<file path="config.mk">
export PLATFORM = sky130hd
export DESIGN_NAME = bw_out
export DESIGN_NICKNAME = d
export VERILOG_FILES = /design/src/rtl/bw_pkg.sv /design/src/rtl/bw_out.sv
export SDC_FILE = /design/constraint.sdc
export NUM_CORES = 1
export LEC_CHECK = 0
export ABC_AREA = 1
export BUFFER_PORTS_ARGS = -buffer_cell sky130_fd_sc_hd__buf_2
export CAP_MARGIN = 40
export CORE_MARGIN = 5
export CORE_UTILIZATION = 40
export DETAILED_ROUTE_END_ITERATION = 10
export HOLD_SLACK_MARGIN = 0.08
export SLEW_MARGIN = 10
export SYNTH_ARGS = -nofsm -noshare
export SYNTH_HDL_FRONTEND = slang
export SYNTH_SLANG_ARGS = --single-unit
</file>
<file path="constraint.sdc">
create_clock -name i_clk -period 6.66 [get_ports i_clk]
set_input_delay 0 -clock i_clk [delete_from_list [all_inputs] [get_ports i_clk]]
set_output_delay 0 -clock i_clk [all_outputs]
set_load 0.01 [all_outputs]
</file>
<file path="src/rtl/bw_pkg.sv">
package bw_pkg;

    // Field and datapath widths.
    localparam int CoordW   = 16;
    localparam int EdgeW    = CoordW + 1;
    localparam int ProdW    = 2 * EdgeW;
    localparam int CrossW   = ProdW + 1;
    localparam int MagW     = CrossW - 1;
    localparam int FracW    = 16;
    localparam int QuotW    = MagW + FracW;
    localparam int RemW     = MagW + 1;
    localparam int SqW      = QuotW + 1;
    localparam int SumW     = QuotW + 3;
    localparam int WeightW  = 25;
    localparam int InDataW  = 8 * CoordW;
    localparam int OutDataW = ((3 * WeightW + 7) / 8) * 8;
    localparam int OutUserW = 2;
    localparam int PadW     = OutDataW - 3 * WeightW;

    // Fixed point one and the weight range, at the width of the weight sum.
    localparam logic signed [SumW-1:0] OneQ16 = SumW'(longint'(1) <<< FracW);
    localparam logic signed [SumW-1:0] WMaxS  = SumW'((longint'(1) <<< (WeightW - 1)) - 1);
    localparam logic signed [SumW-1:0] WMinS  = SumW'(-(longint'(1) <<< (WeightW - 1)));

    // Sign and degenerate flags that travel alongside the divider lanes.
    typedef struct packed {
        logic q1_neg;
        logic q2_neg;
        logic degen;
    } t_div_ctl;

    // One step of restoring division.
    typedef struct packed {
        logic [MagW-1:0]  rem;
        logic [QuotW-1:0] x;
    } t_div_st;

    typedef struct packed {
        logic [WeightW-1:0] w;
        logic               sat;
    } t_sat_w;

    function automatic logic signed [EdgeW-1:0] ext_coord(input logic [CoordW-1:0] v);
        return $signed({v[CoordW-1], v});
    endfunction

    // Shift in the next dividend bit, subtract the divisor when it fits.
    function automatic t_div_st div_step(input t_div_st s, input logic [MagW-1:0] d);
        logic [RemW-1:0] t;
        logic            q;
        t_div_st         r;
        t = {s.rem, s.x[QuotW-1]};
        q = (t >= {1'b0, d});
        if (q) begin
            t = t - {1'b0, d};
        end
        r.rem = t[MagW-1:0];
        r.x   = {s.x[QuotW-2:0], q};
        return r;
    endfunction

    // Clamp a wide signed weight into the Q8.16 range.
    function automatic t_sat_w clamp_w(input logic signed [SumW-1:0] v);
        t_sat_w r;
        r.sat = 1'b1;
        if (v > WMaxS) begin
            r.w = WMaxS[WeightW-1:0];
        end else if (v < WMinS) begin
            r.w = WMinS[WeightW-1:0];
        end else begin
            r.w   = v[WeightW-1:0];
            r.sat = 1'b0;
        end
        return r;
    endfunction

endpackage

</file>
<file path="src/rtl/bw_out.sv">
module bw_out (
    input  logic                          i_clk,
    input  logic                          i_rst_n,
    input  logic                          i_valid,
    output logic                          o_ready,
    input  logic [bw_pkg::QuotW-1:0]      i_q1_mag,
    input  logic [bw_pkg::QuotW-1:0]      i_q2_mag,
    input  bw_pkg::t_div_ctl              i_ctl,
    output logic                          o_valid,
    input  logic                          i_ready,
    output logic [bw_pkg::WeightW-1:0]    o_weight_a,
    output logic [bw_pkg::WeightW-1:0]    o_weight_b,
    output logic [bw_pkg::WeightW-1:0]    o_weight_c,
    output logic                          o_degen,
    output logic                          o_sat
);
    import bw_pkg::*;

    logic [2:0] r_v;
    logic [2:0] w_rdy;

    logic signed [SqW-1:0]  r_q1, r_q2;
    logic                   r_degen0, r_degen1;
    logic signed [SumW-1:0] r_q0;
    t_sat_w                 r_w1, r_w2;
    logic [WeightW-1:0]     r_wa, r_wb, r_wc;
    logic                   r_degen, r_sat;
    t_sat_w                 w_w0;
    logic signed [SumW-1:0] w_q1x, w_q2x;

    assign w_rdy[2] = !r_v[2] || i_ready;
    assign w_rdy[1] = !r_v[1] || w_rdy[2];
    assign w_rdy[0] = !r_v[0] || w_rdy[1];
    assign o_ready  = w_rdy[0];

    always_ff @(posedge i_clk) begin
        if (!i_rst_n) begin
            r_v <= '0;
        end else begin
            if (w_rdy[0]) r_v[0] <= i_valid;
            if (w_rdy[1]) r_v[1] <= r_v[0];
            if (w_rdy[2]) r_v[2] <= r_v[1];
        end
    end

    // Restore the quotient signs.
    always_ff @(posedge i_clk) begin
        if (w_rdy[0]) begin
            r_q1     <= i_ctl.q1_neg ? -$signed({1'b0, i_q1_mag}) : $signed({1'b0, i_q1_mag});
            r_q2     <= i_ctl.q2_neg ? -$signed({1'b0, i_q2_mag}) : $signed({1'b0, i_q2_mag});
            r_degen0 <= i_ctl.degen;
        end
    end

    assign w_q1x = SumW'(r_q1);
    assign w_q2x = SumW'(r_q2);

    // Weight of A from the unclipped weights; clip the other two.
    always_ff @(posedge i_clk) begin
        if (w_rdy[1]) begin
            r_q0     <= OneQ16 - w_q1x - w_q2x;
            r_w1     <= clamp_w(w_q1x);
            r_w2     <= clamp_w(w_q2x);
            r_degen1 <= r_degen0;
        end
    end

    assign w_w0 = clamp_w(r_q0);

    // Output word; a zero area forces zero weights and no saturation.
    always_ff @(posedge i_clk) begin
        if (w_rdy[2]) begin
            r_degen <= r_degen1;
            if (r_degen1) begin
                r_wa  <= '0;
                r_wb  <= '0;
                r_wc  <= '0;
                r_sat <= 1'b0;
            end else begin
                r_wa  <= w_w0.w;
                r_wb  <= r_w1.w;
                r_wc  <= r_w2.w;
                r_sat <= w_w0.sat | r_w1.sat | r_w2.sat;
            end
        end
    end

    assign o_valid    = r_v[2];
    assign o_weight_a = r_wa;
    assign o_weight_b = r_wb;
    assign o_weight_c = r_wc;
    assign o_degen    = r_degen;
    assign o_sat      = r_sat;

endmodule
</file>
[Yosys cells after proc, flatten, opt, wreduce, memory -nomap -nowiden]
Cells that the tools add are included.
Operators by class
  add/subtract/negate cells: 4
  bitwise logic cells: 2
  magnitude comparators: 6
  reduce and logical (&&, ||, !) cells: 7
  mux-type cells: 10
Operator list (number)
  > comparator 51 x 25 -> 1 bit (second input constant): 2
  less-than comparator 51 x 25 -> 1 bit (second input constant): 2
  negator 50 -> 51 bit: 2
  two-way mux 50 bit: 2
  two-way mux 25 bit: 3
  > comparator 53 x 25 -> 1 bit (second input constant): 1
  less-than comparator 53 x 25 -> 1 bit (second input constant): 1
  subtractor 52 x 51 -> 53 bit: 1
  subtractor 18 x 51 -> 52 bit (first input constant): 1
  two-way mux 24 bit: 1
  two-way mux 1 bit: 4
  logical NOT 1 bit: 3
  logical OR 1 bit: 3
  OR 1 bit: 2
  OR reduction 2 bit: 1
Word-level totals
  logic and storage cells: 49
  input port bits: 107
  register bits: 289

[Logic depth before layout (Yosys ltp)]
Gate-level depths: netlist of the first run.
  word-level depth: 5
  gate-level depth with buffers: 15
  gate-level depth less buffers: 15

[Worst setup path after synthesis of the first run]
No wires, ideal clock.
  path type: flip-flop to flip-flop
  start: register r_v[2]
  end: register r_degen0 (enable)
  data required time: 5.691 ns
  arrival time: 4.113 ns
  setup slack: 1.578 ns
  buffers on the path: 0
  stages on the path, launching flop included: 4
  cells stage by stage: dfxtp_1 > nand2_1 > nor2_1 > nand2_1
Between the ends
  longest elaborated chain between the ends: 4
RTL lines
  from (decl): RTL line bw_out.sv:19  | logic [2:0] r_v;
  from (signal assigned): RTL line bw_out.sv:42  | if (w_rdy[2]) r_v[2] <= r_v[1];
  logical NOT 1 bit: RTL line bw_out.sv:31  | assign w_rdy[2] = !r_v[2] || i_ready;
  logical OR 1 bit: RTL line bw_out.sv:31
  net w_rdy[2]: RTL line bw_out.sv:20  | logic [2:0] w_rdy;
  logical OR 1 bit: RTL line bw_out.sv:32  | assign w_rdy[1] = !r_v[1] || w_rdy[2];
  logical OR 1 bit: RTL line bw_out.sv:33  | assign w_rdy[0] = !r_v[0] || w_rdy[1];
  net o_ready: RTL line bw_out.sv:5  | output logic o_ready,
  to (signal assigned): RTL line bw_out.sv:51  | r_degen0 <= i_ctl.degen;
  to (decl): RTL line bw_out.sv:23  | logic r_degen0, r_degen1;
The timed path passes the listed nets, and every way through them passes these cells.
A chain may end at the register's enable or synchronous reset.

[Worst setup path in the final report of the first run]
  start: register r_q1[50]
  end: register r_q0[52], data pin
Between the ends
  longest elaborated chain between the ends: 2
RTL lines
  from (decl): RTL line bw_out.sv:22  | logic signed [SqW-1:0] r_q1, r_q2;
  from (signal assigned): RTL line bw_out.sv:49  | r_q1 <= i_ctl.q1_neg ? -$signed({1'b0, i_q1_mag}) : $signed({1'b0, i_q1_mag});
  subtractor 18 x 51 -> 52 bit: RTL line bw_out.sv:61  | r_q0 <= OneQ16 - w_q1x - w_q2x;
  subtractor 52 x 51 -> 53 bit: RTL line bw_out.sv:61
  to (signal assigned): RTL line bw_out.sv:61
  to (decl): RTL line bw_out.sv:24  | logic signed [SumW-1:0] r_q0;
Every way passes these cells.

==> impl_metrics.ini, run 1 <==
[global_routing]
grt.total_usage_pct = 24.8
grt_start_max_net_pins = 68
globalRouteOverflowTotal = 0
grt_antenna_before_repair = 0
number_of_global_route_vias_before_repair = 17687
grt_first_pass_wirelength_microns = 103000

[clocking]
clock_tree.buffer_depth = 3
tritoncts_buffers = 31
cts_tree = built
cts.reportedPaths.clkPinSlew_ps = 70
cts.sinks = 289
cts.root.buffer_cell = clkbuf_16
clk_latency_ps = 600
ctsHtreeMaxLevel = 1

[finish]
n_fill_cell = 4847
stdcell_count = 3571
post-route-util_pct = 48.7
areaGrowthSynthToFinish_pct = 21.1
finish.instance_area_sq_um = 23700
nets = 3136
drive_gt1_share_pct = 9.29

[pwr]
leakagePower_nw = 11.6
power.switching_fraction_pct = 34.4
power_report.internal_total_mw = 3.96
cellPowerDensity_nw_per_um2 = 255
power_frac_comb_pct = 28.6
vdd_drop_max_mv = 0.225
fin_total_pwr_mw = 6.04
power_switching_mw = 2.08
power_frac_clock_pct = 28.7
seqPwrFrac_pct = 42.6

[setup_path]
worstSetupStartpointType = flip-flop
kind_of_end_point_of_the_critical_path = flip-flop
worstRegToRegCells = 11
critPathRequiredTime_ps = 6980
worstSetupPathType = reg -> reg
worst-path-max-fanout = 6
worst_ep_arrival_time_ps = 3310

[drt]
detailedRoute.firstIterationViolations = 1319
route.detailed.vias_per_inst = 4.99
wirelength_microns = 67500
vias = 17809
drt_first_pass_iters = 8
wire_per_inst_microns = 18.9
drtAntennaViolNets = 0
drt_drc_violations_left = 0

[synth]
netlist_instances = 2593
ys_ff_latch = 289
postSynth.asyncResetShare_pct = 0
synth_cell_type_count = 43
synth.avg_cell_area_sq_um = 7.55
seq_area_frac_synth_pct = 44.2
syn-cell-area_sq_um = 19600
postSynth.topFlopCell = edfxtp_1
synth_edf_count = 286
synth.net_count = 2805
yosysWarningCount = 0

[sta]
finalWorstSetupSlack_ps = 3660
finClkSkew_ps = 32.6
fin_crit_sh_pct = 45.0
fin_crit_ps = 3000
rsz0062_at_grt = no
setup-violations-final = 0
timing_max_transition_violations_final = 0
setup_total_negative_slack_ps = 0
final_hold_viol_count = 0
timing_worst_slew_pin_value_ps = 842
whs_ps = 92.4
maxSlewHeadroom_pct = 43.8
fmaxAchievable_ghz = 0.334

[min_path]
whs_path_depth = 2
hp-class = in -> reg

[floorplanning]
core_box_area_sq_um = 48600
standard_cell_row_count = 81
io-pin-count = 186
die_w_microns = 231
die_area_sq_um = 53400
initial_utilization_pct = 40.2
fp.dieH_microns = 231

[placed_design]
dp_hpwl_microns = 55400
routabilityCongestion = 1.01
post_dp_cell_area_sq_um = 21300
pre_cts_slack_ps = 3760
buffer_ports.inserted = 185
number_of_instances_in_the_placed_design = 3376

[job]
drv_cap = 0

[outcome]
run_status = completed
==> power groups by stage <==
stage / Sequential, mW / Clock (mW) / Combinational [mW]
2_1_floorplan: 2.56 / 0 / 1.03
5_1_grt: 2.61 / 1.85 / 1.93
4_1_cts: 2.57 / 1.78 / 1.71
3_5_place_dp: 2.61 / 0 / 1.64
6_report: 2.58 / 1.74 / 1.73
3_3_place_gp: 2.60 / 0 / 1.63
==> layout make-up <==
cell class              instances  area [sq um]  share of cell area (%)
inverters                     485          1820                    7.69
flip-flops and latches        289          8650                    36.5
diodes                          1          2.50                  0.0106
clock buffers                  32           779                    3.29
multi-input cells            1784          8960                    37.8
clock inverters                25           238                    1.00
well taps                     622           778                    3.28
repair buffers                333          2470                    10.4
==> final timing paths <==
kind | start | endpoint | slack, ps
hold reg to reg | r_degen0 | r_degen1 | 420
setup / recovery | r_q1[50] | r_q0[52] | 3660
setup reg to reg | r_q1[50] | r_q0[52] | 3660
hold / removal | i_ctl[2] | r_q1[35] | 90
==> placed cells by master, fill, tap and decap left out, types with 11 or more instances in the layout <==
cell type,count
nand2_1,808
inv_1,482
nor2_1,331
edfxtp_1,286
buf_2,186
nand3_1,147
dlygate4sd3_1,135
ha_1,104
xor2_1,83
nand4_1,82
a21oi_1,64
o21ai_0,40
nor3_1,31
clkbuf_16,31
nor4_1,15
xnor2_1,15
clkinv_1,11
==> sequential cells by signal (all words and copies together), names as in the netlist <==
register    cells
r_q1           51
r_w2           26
r_w1           26
r_degen0        1
r_degen1        1
o_weight_c     25
o_sat           1
o_degen         1
o_weight_a     25
r_v             3
r_q2           51
r_q0           53
o_weight_b     25
==> kinds of logic after synthesis <==
group           Yosys count  synth area share (%)
fa+ha+maj               105                  6.75
flops                   289                  44.2
simple gates           1447                  30.8
compound gates          134                  3.78
buf+inv                 520                  10.1
xor+xnor                 98                  4.39
==> layer usage <==
layer / GRT usage (%) / vias to the layer above / wire length [microns]
met1: 32.9 / 8218 / 29900
met2: 42.9 / 542 / 32200
met4: 9.10 / 0 / 2740
met3: 2.05 / 126 / 2700
li1: - / 8923 / -
met5: 0 / - / 0
==> cells in the mapped netlist (2+ instances only) <==
| library cell | count | area share, % |
|---|---|---|
| nand2_1 | 810 | 16 |
| inv_1 | 483 | 9.3 |
| nor2_1 | 331 | 6.3 |
| edfxtp_1 | 286 | 44 |
| nand3_1 | 147 | 3.8 |
| ha_1 | 104 | 6.6 |
| xor2_1 | 83 | 3.7 |
| nand4_1 | 82 | 2.6 |
| a21oi_1 | 64 | 1.6 |
| o21ai_0 | 40 | 1.0 |
| nor3_1 | 31 | 0.79 |
| clkbuf_1 | 17 | 0.33 |
| nor4_1 | 15 | 0.48 |
| xnor2_1 | 15 | 0.67 |
| buf_2 | 11 | 0.28 |
| o21ai_1 | 6 | 0.15 |
| buf_1 | 5 | 0.096 |
| nand3b_1 | 5 | 0.19 |
| nor2_2 | 5 | 0.16 |
| o21ai_2 | 5 | 0.22 |
| o21bai_1 | 5 | 0.19 |
| o31ai_1 | 4 | 0.15 |
| a21boi_0 | 3 | 0.12 |
| and2_1 | 3 | 0.096 |
| dfxtp_1 | 3 | 0.31 |
| nand2_2 | 3 | 0.096 |
| nand3_2 | 3 | 0.15 |
| or2_2 | 3 | 0.096 |
| a21o_1 | 2 | 0.077 |
| buf_4 | 2 | 0.077 |
| inv_2 | 2 | 0.038 |
| nor2_4 | 2 | 0.12 |
| nor3_2 | 2 | 0.10 |
| nor3b_1 | 2 | 0.077 |
==> worst max-delay path: stages, from the launching register on <==
cell and delay, ps:
edfxtp_1 490, inv_1 190, ha_1 350, ha_1 470, inv_1 120, nor3_1 280, nand2_1 110, nor2_1 250
and2_1 170, nand2_1 80, nand4_1 100, nand2_1 100
==> repair_timing <==
| item | 4_1_cts | 5_1_grt |
|---|---|---|
| endpoints found under the hold margin | 118 | 0 |
| setup buffers | 0 | 0 |
| resized for setup | 0 | 0 |
| hold buffers | 135 | 0 |
| endpoints found under the setup margin | 0 | 0 |
Power figures use the tool's default switching activity.
==> run 2: changes to the inputs <==
==> constraint.sdc (replaced) <==
create_clock -name i_clk -period 2.78 [get_ports i_clk]
set_input_delay 0 -clock i_clk [delete_from_list [all_inputs] [get_ports i_clk]]
set_output_delay 0 -clock i_clk [all_outputs]
set_load 0.01 [all_outputs]
==> run 2 against run 1 <==
Non-clock buffer count up 72. Combinational power rose to 2.5 times the previous value. Critical endpoint is now r_q0[30]. Wire length down 4.5%. First-iteration DRC count is 7.4% lower. Global-route usage is 1.1 points lower. Sequential cell count did not move. Sequential power increased by 140%. Maximum frequency rose by 13%.
==> impl_metrics.ini, run 2 (synthesis results as in run 1) <==
[pwr]
power_frac_clock_pct = 27.6
power_frac_comb_pct = 30.2
cellPowerDensity_nw_per_um2 = 600
vdd_drop_max_mv = 0.510
power.switching_fraction_pct = 34.0
power_switching_mw = 4.96
power_report.internal_total_mw = 9.63
fin_total_pwr_mw = 14.6
seqPwrFrac_pct = 42.3
leakagePower_nw = 11.9

[floorplanning]
standard_cell_row_count = 81
initial_utilization_pct = 40.2
io-pin-count = 186
die_w_microns = 231
core_box_area_sq_um = 48600
fp.dieH_microns = 231
die_area_sq_um = 53400

[clocking]
ctsHtreeMaxLevel = 1
clk_latency_ps = 590
cts.sinks = 289
cts.root.buffer_cell = clkbuf_16
tritoncts_buffers = 31
cts.reportedPaths.clkPinSlew_ps = 60
clock_tree.buffer_depth = 3
cts_tree = built

[drt]
wirelength_microns = 64400
drt_drc_violations_left = 0
drtAntennaViolNets = 0
detailedRoute.firstIterationViolations = 1221
route.detailed.vias_per_inst = 4.97
drt_first_pass_iters = 5
wire_per_inst_microns = 17.7
vias = 18064

[setup_path]
kind_of_end_point_of_the_critical_path = flip-flop
worst-r2r-setup-slack_ps = 120
worst_ep_arrival_time_ps = 2970
critPathRequiredTime_ps = 3090
worstSetupStartpointType = flip-flop
worst-path-max-fanout = 5
worstSetupPathType = reg -> reg

[placed_design]
routabilityCongestion = 1.02
post_dp_cell_area_sq_um = 21700
pre_cts_slack_ps = -1.33
dp_hpwl_microns = 53000
buffer_ports.inserted = 185

[finish]
layout.cells.most_common = nand2_1
drive_gt1_share_pct = 12.4
finish.instance_area_sq_um = 24300
diodes = 0
nets = 3208
biggestRegsByFlops = r_q0: 53 flops, r_q1: 51 flops, r_q2: 51 flops
largest_register_ff_count = 53
commonest_non_fill_non_tap_cells_in_the_layout = nand2_1 (804), inv_1 (478), nor2_1 (317)
areaGrowthSynthToFinish_pct = 24.3
n_fill_cell = 4746
largest_register = r_q0

[sta]
fin_crit_ps = 2660
fmaxAchievable_ghz = 0.376
timing_max_transition_violations_final = 0
rsz0062_at_grt = yes
whs_ps = 126
timing_worst_slew_pin_value_ps = 743
setup-violations-final = 0
finalWorstSetupSlack_ps = 118
setup_total_negative_slack_ps = 0
final_hold_viol_count = 0
finClkSkew_ps = 16.4
maxSlewHeadroom_pct = 50.3
fin_crit_sh_pct = 95.7

[global_routing]
grt_first_pass_wirelength_microns = 99100
grt_antenna_before_repair = 0
grt.total_usage_pct = 23.7
number_of_global_route_vias_before_repair = 17696
grt_start_max_net_pins = 100
globalRouteOverflowTotal = 0

[outcome]
run_status = completed

[min_path]
hp-class = in -> reg

[job]
drv_cap = 0
## run 2: cell count changes in the layout (fill, tap and decap cells not counted), sizes merged
cell / change
buf: +62
clkinv: -11
clkbuf: +10
dlygate4sd3: +10
clkinvlp: -2
bufinv: -1
diode: -1
## run 2: power by group through the flow
stage	Clock, mW	Sequential, mW	Combinational [mW]
final	4.02	6.17	4.40
after global routing	4.30	6.24	4.90
after CTS	4.11	6.17	4.27
after detailed placement	0	6.26	4.05
after global placement	0	6.23	4.04
after floorplan	0	6.14	2.47
## run 2: path summary, 6_finish.rpt
kind,startpoint,end,cells past startpoint
max reg2reg,r_q1[2],r_q0[30],11
min reg2reg,r_degen0,r_degen1,0
min,i_q2_mag[1],r_q2[1],3
max,r_q1[2],r_q0[30],11
## run 2: layout make-up
class                           instances  area (sq um)  share of cell area (%)
Clock buffer                           42           817                    3.36
Multi-Input combinational cell       1784          9130                    37.5
Inverter                              485          1820                    7.50
Tap cell                              622           778                    3.20
Sequential cell                       289          8650                    35.6
Clock inverter                         11           148                   0.607
Timing Repair Buffer                  405          2980                    12.2
## run 2: through the flow
stage,util [%],cells
final,50.0,3638
after global routing,50.0,3638
after global placement,44.7,3435
after floorplan,-,2593
after detailed placement,44.7,3435
after CTS,49.6,3634
## run 2: what timing repair did
action | 4_1_cts | 5_1_grt
hold buffers | 145 | 0
gates cloned | 0 | 0
pin swaps | 0 | 2
gates resized for setup | 1 | 47
endpoints found under the hold margin | 132 | 0
setup endpoints to repair | 8 | 30
setup buffers | 1 | 4
## run 2: per-layer routing
layer,up-vias,part of all wire (%),track usage [%]
li1,9066,-,-
met1,8376,45,32.1
met2,488,46,39.1
met3,134,3.9,1.81
met4,0,5.4,10.9
met5,-,0,0
## run 2: critical path, cell delays in order (launching register included)
cell      delay, ps
edfxtp_1        400
inv_1           180
ha_1            320
ha_1            330
nand3_1         100
nand3_2         160
nand2_1         110
nand2_1         170
nand2_1         100
nand2_1         160
a21oi_1         230
xnor2_1         140
